**src/lht_ram.sv**
```systemverilog
// Generic single-write, single-read RAM with registered read data.
// Depends on nothing.
`default_nettype none
module lht_ram #(
  parameter int WIDTH = 8,
  parameter int DEPTH = 16
) (
  input  wire logic                     clk,
  input  wire logic                     we,
  input  wire logic [$clog2(DEPTH)-1:0] waddr,
  input  wire logic [WIDTH-1:0]         wdata,
  input  wire logic [$clog2(DEPTH)-1:0] raddr,
  output logic      [WIDTH-1:0]         rdata
);
  logic [WIDTH-1:0] mem [DEPTH];

  always_ff @(posedge clk) begin
    if (we) begin
      mem[waddr] <= wdata;
    end
    rdata <= mem[raddr];
  end
endmodule
`default_nettype wire

```
**config.mk**
```make
export PLATFORM = sky130hd
export DESIGN_NAME = lht_ram
export DESIGN_NICKNAME = d
export VERILOG_FILES = /design/src/lht_ram.sv
export SDC_FILE = /design/constraint.sdc
export NUM_CORES = 1
export LEC_CHECK = 0
export ABC_AREA = 0
export BUFFER_PORTS_ARGS = -buffer_cell sky130_fd_sc_hd__buf_4
export CELL_PAD_IN_SITES_DETAIL_PLACEMENT = 1
export CELL_PAD_IN_SITES_GLOBAL_PLACEMENT = 1
export CORE_UTILIZATION = 46
export CTS_CLUSTER_DIAMETER = 50
export DETAILED_ROUTE_END_ITERATION = 7
export PLACE_DENSITY = 0.8
export SETUP_SLACK_MARGIN = 0.2
export SLEW_MARGIN = 20
export SYNTH_ARGS = -nofsm -noshare
export SYNTH_HDL_FRONTEND = slang
export SYNTH_SLANG_ARGS = --single-unit
```
**constraint.sdc**
```tcl
create_clock -name clk -period 1.9 [get_ports clk]
set_input_delay 0.285 -clock clk [delete_from_list [all_inputs] [get_ports clk]]
set_output_delay 0.285 -clock clk [all_outputs]
set_load 0.005 [all_outputs]
```
; ---- Word-level counts from Yosys, hierarchy flattened
; Memories as Yosys holds them, arrays and structs flattened. A register that Yosys moved wholly into a read port is not among the register bits.
; Index checks and enable logic that the tools add are counted.
[op_classes]
n_shift = 0
multipliers = 0
div = 0
reduce_logical = 0
addsub = 0
n_bitwise = 0
n_eq_ne = 0
order_cmp = 0
n_mux = 2
[ops]
columns = op, count
row1 = 2-to-1 mux 1 bit, 2
[word_totals]
mem_count = 1
out_inout_bits = 8
rom_bits = 0
mem_bits_rw = 128
latch_bits = 0
wordCells = 3
inputBits = 18
reg_bits = 0
[mem_list]
columns = name, depth, width, rd, rd_ports_with_merged_regs, wr, line_no
row1 = mem, 16, 8, 1, 1, 1, 15  ; logic [WIDTH-1:0] mem [DEPTH];

; ---- Longest topological paths before layout
[logic_depth]
depth_word = 2
depth_mapped = 5

; ---- Worst setup path after synthesis
; No wires, ideal clock.
[synth_path]
path_type = input to register
start = input waddr[2]
end = memory mem[0][0], enable pin
stages = 2
t_required_ns = 1.517
setup_slack_ns = 0.122
arrival_time_ns = 1.395
n_path_buf = 0
setup_time_ns = 0.383
path_cell_list = or3b_2 > nor3_1
[synth_rtl]
columns = element, line_no
row1 = start: declaration, 10  ; input wire logic [$clog2(DEPTH)-1:0] waddr,
row2 = end: declaration, 15
; Straight into the memory's write port.

==> impl_metrics.py <==
metrics = {
    "die": {
        "die_h_um": 108,
        "die_w_um": 108,
        "dieArea_mm2": 0.0116,
        "core_mm2": 0.0109,
        "io-pin-count": 26,
        "rows": 38,
        "start_util": 0.473,
    },
    "worst_setup_path": {
        "crit_family": "multiplexers",
        "r2r_setup_slack_ns": 0.51,
        "crit_fanout": 1,
        "r2r-end": "rdata[5]",
        "cp_data_arrival_time_ns": 1.79,
        "r2r_cells": 3,
        "worstPathRequired_ns": 2.30,
        "critical_path_depth": 3,
        "critPathKind": "reg2reg",
        "end_kind": "flip-flop",
        "crit_slowest_cell": "mux4_1",
        "timing.critical_path.buf_inv": 0,
        "startpoint_type": "flip-flop",
        "setup.worst_path.end": "rdata[5]",
        "crit_chain": "mux4_1 > a22oi_1 > nand2_1",
        "reg2reg_from": "mem[1][5]",
        "max_stage_delay_ns": 0.51,
        "cp-startpoint": "mem[1][5]",
    },
    "global_routing": {
        "grt_usage": 0.209,
        "grt_start_max_net_pins": 32,
        "antenna_found_initial": 0,
        "grt_pass1_wl_mm": 16.4,
        "gr-total-overflow": 0,
        "grt_pass1_vias": 2708,
    },
    "synth": {
        "yosysUniqueCellTypes": 19,
        "syn_area_per_cell_um2": 22.5,
        "synth_commonest_cells": "128 x edfxtp_1, 18 x mux4_2, 16 x a22oi_1",
        "yosysSeqAreaShare": 0.778,
        "yosys.area.top_type": "edfxtp_1",
        "synth.area.top_cells": "edfxtp_1 75%, mux4_2 7.9%, mux4_1 7.1%",
        "yosysMostFrequentCell": "edfxtp_1",
        "synth_top_cell_area_share": 0.747,
        "syn_area_mm2": 0.00515,
        "async_reset_ff_frac": 0,
        "synthesis.nets": 247,
        "synth-edff-count": 128,
        "synth_flop_cell": "edfxtp_1",
        "synth_warnings": 0,
        "ys_seq_elements": 136,
        "syn_inst": 229,
    },
    "job": {
        "maxCapViolCount": 0,
    },
    "cts": {
        "post_cts_buffers": 0,
        "cts_resized": 0,
        "tritoncts": "yes",
        "insertion_delay_ns": 0.51,
        "hold_buffers": 0,
        "h-tree-depth": 4,
        "clk_path_buf_depth": 2,
        "numCtsBuffers": 17,
        "cts_root_buffer": "clkbuf_8",
        "clock-sinks": 136,
        "cts.clk_slew.worst_paths_ns": 0.06,
    },
    "sta": {
        "finalSetupViolations": 0,
        "fin_crit_ns": 1.39,
        "hold_violations": 0,
        "fin_setup_tns_ns": 0,
        "clock.fmax_mhz": 721,
        "final_max_slew_viol_count": 0,
        "whs_ns": 0.0817,
        "worst_slew_pin_slew_ns": 0.454,
        "fin_skew_ns": 0.00915,
        "rsz0062_at_grt": "false",
        "fin_ws_ns": 0.513,
        "finalCritPeriodShare": 0.730,
        "relSlewSlack": 0.697,
    },
    "place": {
        "place_ws_ns": 0.210,
        "dpl_cell_area_mm2": 0.00561,
        "place_inst": 407,
        "dp_hpwl_mm": 7.01,
        "gp_congestion": 0.728,
        "io_buffers": 25,
    },
    "min_path": {
        "hp-start": "wdata[6]",
        "hp-class": "in2reg",
    },
    "routing": {
        "route.detailed.drc": 0,
        "routed_wl_mm": 10.9,
        "antenna_left": 0,
        "drt_iter0_drc": 128,
        "viasPerCell": 5.69,
        "dr_total_vias": 2497,
        "post_drt_wl_per_cell_um": 24.8,
        "drt-pass1-iter-count": 4,
    },
    "cells_and_area": {
        "num-fill-cells": 913,
        "fin_cells": 439,
        "final_nets": 304,
        "drive_gt1_frac": 0.331,
        "design_area_mm2": 0.00630,
        "layout-area-overhead-vs-synth_pct": 22.3,
        "final_core_utilization": 0.578,
        "diodes": 0,
    },
    "pwr": {
        "power.total_mw": 7.45,
        "leakage_nw": 2.17,
        "ir_worst_vdd_uv": 501,
        "p_per_area_mw_per_mm2": 1180,
    },
    "outcome": {
        "status": "complete, no violations",
    },
}
==> worst reg2reg max path, delay by kind of cell, from the launching register on <==
kind / cells / cell delay [ns]
mux: 1 / 0.51
flops: 1 / 0.37
compound gates: 1 / 0.30
simple gates: 1 / 0.09
==> sequential cells by signal (all words and copies together), names as in the netlist <==
signal,cells
mem,128
rdata,8
==> worst min path at each step <==
| stage | endpoint | slack, ns | depth (start not counted) |
|---|---|---|---|
| 2_1_floorplan | mem[0][0] | 0.38 | 0 |
| 3_3_place_gp | mem[5][0] | 0.59 | 1 |
| 3_5_place_dp | mem[6][0] | 0.60 | 1 |
| 4_1_cts | mem[5][0] | 0.06 | 1 |
| 5_1_grt | mem[6][6] | 0.08 | 1 |
| 6_report | mem[4][6] | 0.08 | 1 |
==> report_power, final <==
| part | switching, mW | internal, mW |
|---|---|---|
| sequential | 0.0225 | 3.35 |
| combinational | 0.180 | 0.157 |
| clock | 1.17 | 2.56 |
==> per-layer routing <==
layer | routed length [um] | vias up | track usage
li1 | - | 1088 | -
met1 | 4510 | 1316 | 0.267
met2 | 5750 | 83 | 0.353
met3 | 517 | 10 | 0.0442
met4 | 109 | 0 | 0.0763
met5 | 0 | - | 0
==> logic make-up after synthesis <==
family | Yosys count | synth area share
flip-flops | 136 | 0.778
AO/OA/AOI/OAI | 16 | 0.0233
AND/OR/NAND/NOR | 35 | 0.0318
buffers and inverters | 10 | 0.0168
multiplexers | 32 | 0.150
==> cell usage in the layout (no fill, tap or decap) <==
cell | Yosys | final
clkbuf_16 | 0 | 16
nand3_1 | 1 | 1
buf_12 | 0 | 1
clkinvlp_4 | 0 | 1
edfxtp_1 | 128 | 128
or3b_2 | 1 | 1
nand3b_1 | 2 | 2
nand2_1 | 9 | 9
dfxtp_1 | 8 | 8
a22oi_1 | 16 | 16
nor3_1 | 4 | 3
nand2b_1 | 2 | 2
and2b_1 | 1 | 1
clkinv_2 | 0 | 3
nor2b_1 | 1 | 1
buf_4 | 1 | 47
clkinv_4 | 0 | 2
mux4_2 | 18 | 18
clkbuf_8 | 0 | 2
and2_1 | 1 | 1
clkbuf_1 | 0 | 1
nor2_1 | 13 | 13
bufinv_16 | 0 | 7
mux4_1 | 14 | 14
nor3_2 | 0 | 1
==> final cells by class <==
| type | count | area, um^2 | share of cell area |
|---|---|---|---|
| timing repair buffer | 48 | 373 | 0.0592 |
| multi-input combinational | 83 | 1060 | 0.169 |
| tap | 140 | 175 | 0.0278 |
| sequential | 136 | 4000 | 0.636 |
| clock inverter | 13 | 250 | 0.0397 |
| clock buffer | 19 | 432 | 0.0686 |
No activity file was read; power rests on OpenSTA's default activity.
