==> src/lht_pkg.sv <==
// Shared constants, codes and types of the linear hash table.
// Depends on nothing; lht_ifs, lht_div and the core import it.
`default_nettype none
package lht_pkg;
  localparam int MAX_BUCKETS = 1024;
  localparam int SLOTS = 32;
  localparam int BKT_W = 10;
  localparam int SLOT_W = 5;
  localparam int ADDR_W = BKT_W + SLOT_W;
  localparam int KEY_W = 64;
  localparam int VAL_W = 32;
  localparam int NB_W = 11;
  localparam int FILL_W = 6;
  localparam int CNT_W = 16;
  localparam int STORE_DEPTH = MAX_BUCKETS * SLOTS;

  localparam logic [1:0] OP_PUT = 2'd0;
  localparam logic [1:0] OP_GET = 2'd1;
  localparam logic [1:0] OP_REMOVE = 2'd2;

  localparam logic [1:0] ST_OK = 2'd0;
  localparam logic [1:0] ST_NOT_FOUND = 2'd1;
  localparam logic [1:0] ST_TABLE_FULL = 2'd2;
  localparam logic [1:0] ST_OVERFLOW = 2'd3;

  localparam logic [0:0] REG_INIT_BUCKETS = 1'd0;
  localparam logic [0:0] REG_CAPACITY = 1'd1;

  localparam logic [NB_W-1:0] RESET_BUCKETS = 11'd100;
  localparam logic [FILL_W-1:0] RESET_CAPACITY = 6'd32;

  typedef struct packed {
    logic done;
    logic q_lsb;
    logic [NB_W-1:0] rem;
  } div_res_t;
endpackage
`default_nettype wire

==> src/lht_div.sv <==
// Bit-serial remainder unit: key mod N and the low quotient bit, one bit a cycle.
// Depends on lht_pkg.
`default_nettype none
module lht_div import lht_pkg::*; (
  input  wire logic             clk,
  input  wire logic             rst,
  input  wire logic             start,
  input  wire logic [KEY_W-1:0] dividend,
  input  wire logic [NB_W-1:0]  divisor,
  output div_res_t              res
);
  logic busy;
  logic done;
  logic [5:0] cnt;
  logic [KEY_W-1:0] sh;
  logic [NB_W-1:0] rem;
  logic q;
  logic [NB_W:0] trial;
  logic [NB_W:0] diff;

  assign trial = {rem, sh[KEY_W-1]};
  assign diff = trial - {1'b0, divisor};

  always_ff @(posedge clk) begin
    if (rst) begin
      busy <= 1'b0;
      done <= 1'b0;
      cnt <= '0;
    end else begin
      done <= 1'b0;
      if (start) begin
        busy <= 1'b1;
        cnt <= '0;
      end else if (busy) begin
        cnt <= cnt + 6'd1;
        if (cnt == 6'd63) begin
          busy <= 1'b0;
          done <= 1'b1;
        end
      end
    end
  end

  always_ff @(posedge clk) begin
    if (start) begin
      sh <= dividend;
      rem <= '0;
      q <= 1'b0;
    end else if (busy) begin
      sh <= {sh[KEY_W-2:0], 1'b0};
      if (trial >= {1'b0, divisor}) begin
        rem <= diff[NB_W-1:0];
        q <= 1'b1;
      end else begin
        rem <= trial[NB_W-1:0];
        q <= 1'b0;
      end
    end
  end

  assign res.done = done;
  assign res.q_lsb = q;
  assign res.rem = rem;
endmodule
`default_nettype wire

==> config.mk <==
export PLATFORM = sky130hd
export DESIGN_NAME = lht_div
export DESIGN_NICKNAME = d
export VERILOG_FILES = /design/src/lht_pkg.sv /design/src/lht_div.sv
export SDC_FILE = /design/constraint.sdc
export NUM_CORES = 1
export LEC_CHECK = 0
export BUFFER_PORTS_ARGS = -buffer_cell sky130_fd_sc_hd__buf_4
export CAP_MARGIN = 20
export CORE_UTILIZATION = 43
export CTS_CLUSTER_SIZE = 14
export DETAILED_ROUTE_END_ITERATION = 8
export GPL_TIMING_DRIVEN = 0
export PLACE_DENSITY_LB_ADDON = 0.3
export SLEW_MARGIN = 20
export SYNTH_ARGS = -nofsm -noshare
export SYNTH_HDL_FRONTEND = slang
export SYNTH_SLANG_ARGS = --single-unit
==> constraint.sdc <==
create_clock -name clk -period 3.25 [get_ports clk]
set_clock_uncertainty 0.2 [all_clocks]
set_input_delay 0.4875 -clock clk [delete_from_list [all_inputs] [get_ports clk]]
set_output_delay 0.4875 -clock clk [all_outputs]
set_load 0.01 [all_outputs]
[Word-level counts from Yosys, hierarchy flattened]
Cells that the tools add are included.
Storage, ports and cells
  register bits: 84
  input port bits: 78
  output and inout port bits: 13
  word-level logic and storage cells: 22
Operators by class
  add/subtract/negate cells: 2
  order comparisons: 1
  eq/ne operators: 1
  multiplexer cells: 8
  bitwise logic cells: 1
  reduce and logical (&&, ||, !) cells: 3
Operators by type and width (number)
  64-bit two-way mux: 2
  12-bit by 11-bit >= comparator with 1-bit output: 1
  11-bit two-way mux: 1
  11-bit subtractor: 1
  6-bit by 1-bit adder with 6-bit output (second input constant): 1
  6-bit == test (second input constant): 1
  1-bit two-way mux: 5
  3-bit OR reduction: 1
  2-bit nonzero test: 1
  2-bit OR reduction: 1
  1-bit inverter: 1

[Longest topological paths before layout]
Gate-level depths: netlist of the first run.
  word-level depth: 4
  mapped depth: 10
  depth with buffers taken out: 9

[Worst setup path before layout of the first run]
OpenSTA, ideal clock, no wires.
  path kind: input port to flip-flop
  from: input start
  to: register sh[0] (enable)
  data arrival time: 1.928 ns
  path slack: 0.728 ns
  stages: 3
  buffers on the path: 2
  cell sequence: clkbuf_1 > clkbuf_1 > or2_2
Between the ends
  longest elaborated chain between the ends: 1
Ends and longest elaborated chain
  from (decl): RTL line lht_div.sv:7  | input wire logic start,
  2-bit nonzero test (no line)
  to (signal assigned): RTL line lht_div.sv:46  | sh <= dividend;
  to (signal assigned): RTL line lht_div.sv:50  | sh <= {sh[KEY_W-2:0], 1'b0};
  to (decl): RTL line lht_div.sv:15  | logic [KEY_W-1:0] sh;
Every way passes these cells.
A chain may end at the register's enable or synchronous reset.

[Final worst setup path of the first run]
  from: register sh[63]
  to: register rem[8]
Between the ends
  longest elaborated chain between the ends: 2
  elaborated cells on any way between the ends: 3
Ends and longest elaborated chain
  11-bit subtractor / 12-bit by 11-bit >= comparator with 1-bit output (equally long branches): RTL line lht_div.sv:22, lht_div.sv:51
  11-bit two-way mux (*): RTL line lht_div.sv:51  | if (trial >= {1'b0, divisor}) begin
  to (signal assigned): RTL line lht_div.sv:52  | rem <= diff[NB_W-1:0];
  to (signal assigned): RTL line lht_div.sv:55  | rem <= trial[NB_W-1:0];
  to (decl): RTL line lht_div.sv:16  | logic [NB_W-1:0] rem;
Every way passes the cells marked *; elsewhere a longest branch is shown, timed or not.

==> results.yml, run 1 <==
clocking:
  clock_path_buffers: 2
  tritoncts.num_buffers: 9
  post-cts-setup-buffers: 0
  cts.repair.resized: 0
  clock_latency_ps: 360
  clock-root-buffer: "sky130_fd_sc_hd__clkbuf_8"
  cts.hold.buffers_added: 0
  tritoncts: "built"
  number_of_clock_sinks_seen_by_cts: 84
  cts.reportedPaths.clkPinSlew_ps: 80
  htreeDepth: 3
drt:
  via_count: 2913
  finalWirelength_mm: 8.16
  drt_first_pass_iters: 4
  detail_route.iter0.violations: 124
  drt_drc_violations_left: 0
  postRouteAntennaNets: 0
  route.detailed.wl_per_inst_microns: 14.4
  average_vias_per_placed_instance: 5.14
timing:
  maxSlewViolCount: 0
  timing.max_slew.rel_slack_pct: 64.8
  worst-slew-pin-transition_ps: 528
  final_min_period_ps: 2580
  fin_crit_sh_pct: 79.5
  final-hold-violation-count: 0
  fmax_mhz: 387
  setup_slack_ps: 666
  tns_ps: 0
  rsz0062_at_grt: "no"
  finalSetupViolations: 0
floorplan:
  io_pins: 91
  fp.dieArea_sq_um: 10200
  starting_utilization_of_the_core_area_pct: 45.0
  fp-row-count: 35
  design.core.area_sq_um: 9370
  floorplan.die.width_microns: 101
  die_height_microns: 101
setup_path:
  worstSetupEndpointType: "flip-flop"
  worst-endpoint-arrival_ps: 2650
  timing.critical_path.fanout_max: 10
  critPathKind: "flip-flop to flip-flop"
  critical_path.startpoint_type: "flip-flop"
  max_stage_delay_ps: 410
  cp.required_ps: 3310
  cp_num_buf_inv: 2
  critPathSlowestCell: "sky130_fd_sc_hd__fa_1"
  path_cells: "inv_1, ha_1, fa_1, nand2b_2, a21oi_1, o21ai_1, nand4_1, buf_6, nand3_1, a311oi_1"
  largest_delay_contributor_family_on_the_critical_path: "adder cells"
placement:
  place_area_sq_um: 5070
  placement.setup.worst_slack_ps: 456
  numPortBuffers: 89
  half_perimeter_wire_length_after_detailed_placement_mm: 5.93
  post-place-cells: 551
  gpl_congestion: 0.832
global_routing:
  groute.usage.overall_pct: 16.8
  antenna_found_initial: 0
  grt_pass1_vias: 2858
  first_pass_grt_wire_length_mm: 13.2
  grt_max_degree: 37
  total_congestion_overflow_after_global_routing: 0
power:
  irDropWorstVdd_uv: 308
  power-per-cell-area_nw_per_um2: 489
  power.leakage_uw: 0.00210
synthesis:
  ys_seq_elements: 84
  synth_seq_area_share_pct: 55.0
  count_of_distinct_cell_types_in_the_synthesized_netlist: 50
  synth-simple-area-share_pct: 8.75
  synth_warnings: 0
  synthXorXnorAreaFrac_pct: 1.87
  synthFlopType: "sky130_fd_sc_hd__edfxtp_1"
  syn_nets: 423
  largest_family_of_logic_cells_by_synthesized_area: "multiplexers"
  synth.cell_area_sq_um: 4220
  synth_area_in_adders_pct: 4.03
  synth_compound_area_share_pct: 9.25
  postSynthAreaPerCell_sq_um: 12.7
  post_synthesis_instance_total: 332
  muxShareOfSynthArea_pct: 17.3
  number_of_enable_flip_flop_cells_after_synthesis: 64
  async_reset_ff_share_pct: 0
layout:
  mostFrequentLayoutCell: "sky130_fd_sc_hd__buf_4"
  proportion_of_layout_cells_with_a_drive_suffix_above_1_pct: 42.9
  final_design_area_no_fill_sq_um: 5280
  mostFrequentLayoutCells: "92 x sky130_fd_sc_hd__buf_4, 64 x sky130_fd_sc_hd__mux2_2, 64 x sky130_fd_sc_hd__edfxtp_1, 25 x sky130_fd_sc_hd__nor2_1, 20 x sky130_fd_sc_hd__dfxtp_1"
  antenna_diodes: 0
  post_layout_nonfiller_instances: 567
  finish.net_count: 524
  layout-area-overhead-vs-synth_pct: 25.0
outcome:
  result_of_the_run: "finished, final reports clean"
flow_run:
  timing.max_cap.violations: 0
min_path:
  hold_class: "input port to flip-flop"
[per-stage QoR]
step | hold WS [ps] | util [%] | power, uW
finish | 97.9 | 56.3 | 2580
global route | 76.4 | 56.3 | 2700
CTS | 84.3 | 56.3 | 2610
detailed placement | 283 | 54.1 | 1840
global placement | 269 | 53.9 | 1820
floorplan | 258 | - | 1660
[routing by layer]
layer	routed length, microns	track usage (%)
met3	467	4.65
met2	3920	26.6
met4	118	6.80
met5	0	0
met1	3660	21.8
[cells by family (layout without fill, tap and decap cells)]
| family | after synthesis | count (layout) |
|---|---|---|
| flip-flops | 84 | 84 |
| buffers and inverters | 34 | 140 |
| adder cells (fa/ha/maj) | 13 | 13 |
| AO/OA/AOI/OAI | 52 | 52 |
| multiplexers | 65 | 65 |
| XOR/XNOR | 9 | 9 |
| AND/OR/NAND/NOR | 75 | 75 |
[power by group]
| group | internal (uW) | switching, uW | total, uW |
|---|---|---|---|
| Clock | 367 | 399 | 766 |
| Combinational | 258 | 242 | 500 |
| Sequential | 1280 | 38.5 | 1310 |
[worst register-to-register path: stages (launching register included)]
cell and delay [ps]:
sky130_fd_sc_hd__edfxtp_1 360, sky130_fd_sc_hd__inv_1 50, sky130_fd_sc_hd__ha_1 230, sky130_fd_sc_hd__fa_1 410
sky130_fd_sc_hd__nand2b_2 210, sky130_fd_sc_hd__a21oi_1 210, sky130_fd_sc_hd__o21ai_1 140, sky130_fd_sc_hd__nand4_1 190
sky130_fd_sc_hd__buf_6 170, sky130_fd_sc_hd__nand3_1 70, sky130_fd_sc_hd__a311oi_1 260
[layout make-up]
class,instances,area [sq um]
Timing Repair Buffer,90,688
Tap cell,129,161
Fill cell,823,4100
Buffer,19,101
Clock buffer,9,124
Sequential cell,84,2320
Inverter,15,56.3
Clock inverter,7,80.1
Multi-Input combinational cell,214,1740
[final timing paths]
path           from     end  slack (ps)  cells past startpoint
max          sh[63]  rem[8]         670                     10
min             rst    busy         100                      2
max reg2reg  sh[63]  rem[8]         670                     10
min reg2reg  cnt[5]  cnt[5]         300                      2
[sequential cells by signal (all words and copies together) (netlist names)]
signal and count:
busy 1, sh 64, q 1, rem 11, done 1, cnt 6
[cell usage after synthesis, drive strengths merged, types with 6 or more instances]
cell type | number | area, sq um
clkbuf | 12 | 48.8
nand3 | 8 | 40.0
inv | 15 | 56.3
buf | 7 | 52.6
dfxtp | 20 | 400
nand2 | 14 | 52.6
a311oi | 10 | 93.8
ha | 12 | 150
nor2 | 26 | 100
edfxtp | 64 | 1920
nor2b | 6 | 45.0
o21ai | 12 | 60.1
a21oi | 10 | 65.1
mux2 | 64 | 721
Power figures use the tool's default switching activity.
==> run 2, diff against run 1 <==
Clock period 3.25 ns to 2.4 ns, I/O delays scaled along.
==> run 2 against run 1 <==
Combinational power grew 49%. Clock power grew 18%. Die area is the same. Critical endpoint is now rem[10]. Largest cell class unchanged. Largest power group unchanged.
==> results.yml, run 2 (synthesized netlist as in run 1, its figures left out) <==
global_routing:
  grt_max_degree: 33
  total_congestion_overflow_after_global_routing: 0
  groute.usage.overall_pct: 16.9
  antenna_found_initial: 0
  grt_pass1_vias: 2855
  first_pass_grt_wire_length_mm: 13.2
layout:
  finish.net_count: 530
  proportion_of_layout_cells_with_a_drive_suffix_above_1_pct: 45.9
  top_regs: "sh x64, rem x11, cnt x6"
  antenna_diodes: 0
  largest_register: "sh"
  mostFrequentLayoutCell: "sky130_fd_sc_hd__buf_4"
  largest_register_ff_count: 64
  final_design_area_no_fill_sq_um: 5360
  layout-area-overhead-vs-synth_pct: 27.1
  filler_cell_count: 805
  mostFrequentLayoutCells: "96 x sky130_fd_sc_hd__buf_4, 64 x sky130_fd_sc_hd__mux2_2, 64 x sky130_fd_sc_hd__edfxtp_1, 24 x sky130_fd_sc_hd__nor2_1, 19 x sky130_fd_sc_hd__dfxtp_1"
clocking:
  tritoncts: "built"
  clock_path_buffers: 2
  htreeDepth: 3
  cts.reportedPaths.clkPinSlew_ps: 90
  number_of_clock_sinks_seen_by_cts: 84
  clock_latency_ps: 350
  tritoncts.num_buffers: 9
  clock-root-buffer: "sky130_fd_sc_hd__clkbuf_8"
timing:
  final_min_period_ps: 2360
  fin_crit_sh_pct: 98.1
  final-hold-violation-count: 0
  tns_ps: 0
  finalSetupViolations: 0
  maxSlewViolCount: 0
  timing.max_slew.rel_slack_pct: 60.4
  fmax_mhz: 425
  rsz0062_at_grt: "yes"
  worst-slew-pin-transition_ps: 595
floorplan:
  floorplan.die.width_microns: 101
  fp.dieArea_sq_um: 10200
  die_height_microns: 101
  starting_utilization_of_the_core_area_pct: 45.0
  fp-row-count: 35
  design.core.area_sq_um: 9370
  io_pins: 91
drt:
  highest-signal-layer: "met4"
  finalWirelength_mm: 8.56
  via_count: 2985
  drt_drc_violations_left: 0
  met3_wirelength_microns: 427
  detailroute.wirelength.met2_mm: 4.07
  route.detailed.wl_per_inst_microns: 14.9
  detail_route.iter0.violations: 178
  average_vias_per_placed_instance: 5.21
  postRouteAntennaNets: 0
  route.layer.met1.wl_mm: 3.95
  drt_first_pass_iters: 4
setup_path:
  r2r_setup_slack_ps: 40
  cp.required_ps: 2460
  timing.critical_path.fanout_max: 4
  critical_path.startpoint_type: "flip-flop"
  worstSetupEndpointType: "flip-flop"
  worst-endpoint-arrival_ps: 2420
  critPathKind: "flip-flop to flip-flop"
power:
  power-per-cell-area_nw_per_um2: 639
  power.leakage_uw: 0.00211
  irDropWorstVdd_uv: 330
min_path:
  hold_class: "input port to flip-flop"
placement:
  half_perimeter_wire_length_after_detailed_placement_mm: 5.79
  place_area_sq_um: 5050
  numPortBuffers: 89
  gpl_congestion: 0.837
outcome:
  result_of_the_run: "finished, final reports clean"
flow_run:
  timing.max_cap.violations: 0
run 2: cell count changes in the layout (fill, tap and decap cells not counted), moves of 2 or more:
cell / change
sky130_fd_sc_hd__a311oi_1: -3
sky130_fd_sc_hd__a311oi_2: +3
sky130_fd_sc_hd__buf_4: +4
sky130_fd_sc_hd__clkbuf_1: +2
sky130_fd_sc_hd__inv_6: -2
run 2: final timing paths:
check	cells past startpoint	endpoint	start
max	9	rem[10]	sh[63]
min	2	sh[0]	dividend[0]
min reg2reg	2	cnt[5]	cnt[5]
max reg2reg	9	rem[10]	sh[63]
run 2: critical path, stage by stage, from the launching register on:
cell	delay, ps
sky130_fd_sc_hd__edfxtp_1	370
sky130_fd_sc_hd__inv_2	50
sky130_fd_sc_hd__ha_4	160
sky130_fd_sc_hd__fa_2	340
sky130_fd_sc_hd__nand2b_4	180
sky130_fd_sc_hd__a211oi_4	310
sky130_fd_sc_hd__o2111ai_1	130
sky130_fd_sc_hd__o211ai_1	130
sky130_fd_sc_hd__nand3_1	130
sky130_fd_sc_hd__a311oi_2	260
run 2: stage by stage:
stage | worst slack, ps | total power, uW | hold WS [ps] | std cells | utilization [%]
2_1_floorplan | 33.3 | 2250 | 232 | 332 | -
3_3_place_gp | -257 | 2470 | 271 | 550 | 53.9
3_5_place_dp | -277 | 2490 | 289 | 550 | 53.9
4_1_cts | 8.29 | 3410 | 86.5 | 571 | 56.4
5_1_grt | -51.4 | 3580 | 90.3 | 573 | 57.2
6_report | 44.9 | 3430 | 101 | 573 | 57.2
run 2: layout make-up:
type / count / area (sq um) / area share (%)
buffer: 19 / 103 / 1.91
clock buffer: 11 / 131 / 2.45
clock inverter: 5 / 37.5 / 0.700
inverter: 15 / 56.3 / 1.05
multi-input combinational: 215 / 1830 / 34.1
sequential: 84 / 2320 / 43.3
tap: 129 / 161 / 3.01
timing repair buffer: 95 / 719 / 13.4
run 2: power by group:
part,total (uW),internal (uW),switching (uW)
sequential,1780,1730,51.9
clock,905,381,524
combinational,744,379,365
run 2: routing by layer:
metal,global-route usage [%],up-vias
li1,-,1455
met4,7.47,0
met1,23.2,1450
met3,3.81,9
met2,25.5,71
met5,0,-
run 2: repair_timing:
action | 4_1_cts | 5_1_grt
setup endpoints to repair | 76 | 76
resized for setup | 8 | 13
pin swaps | 4 | 11
setup buffers | 2 | 2
hold buffers | 1 | 0
cloned | 2 | 0
endpoints found under the hold margin | 1 | 0
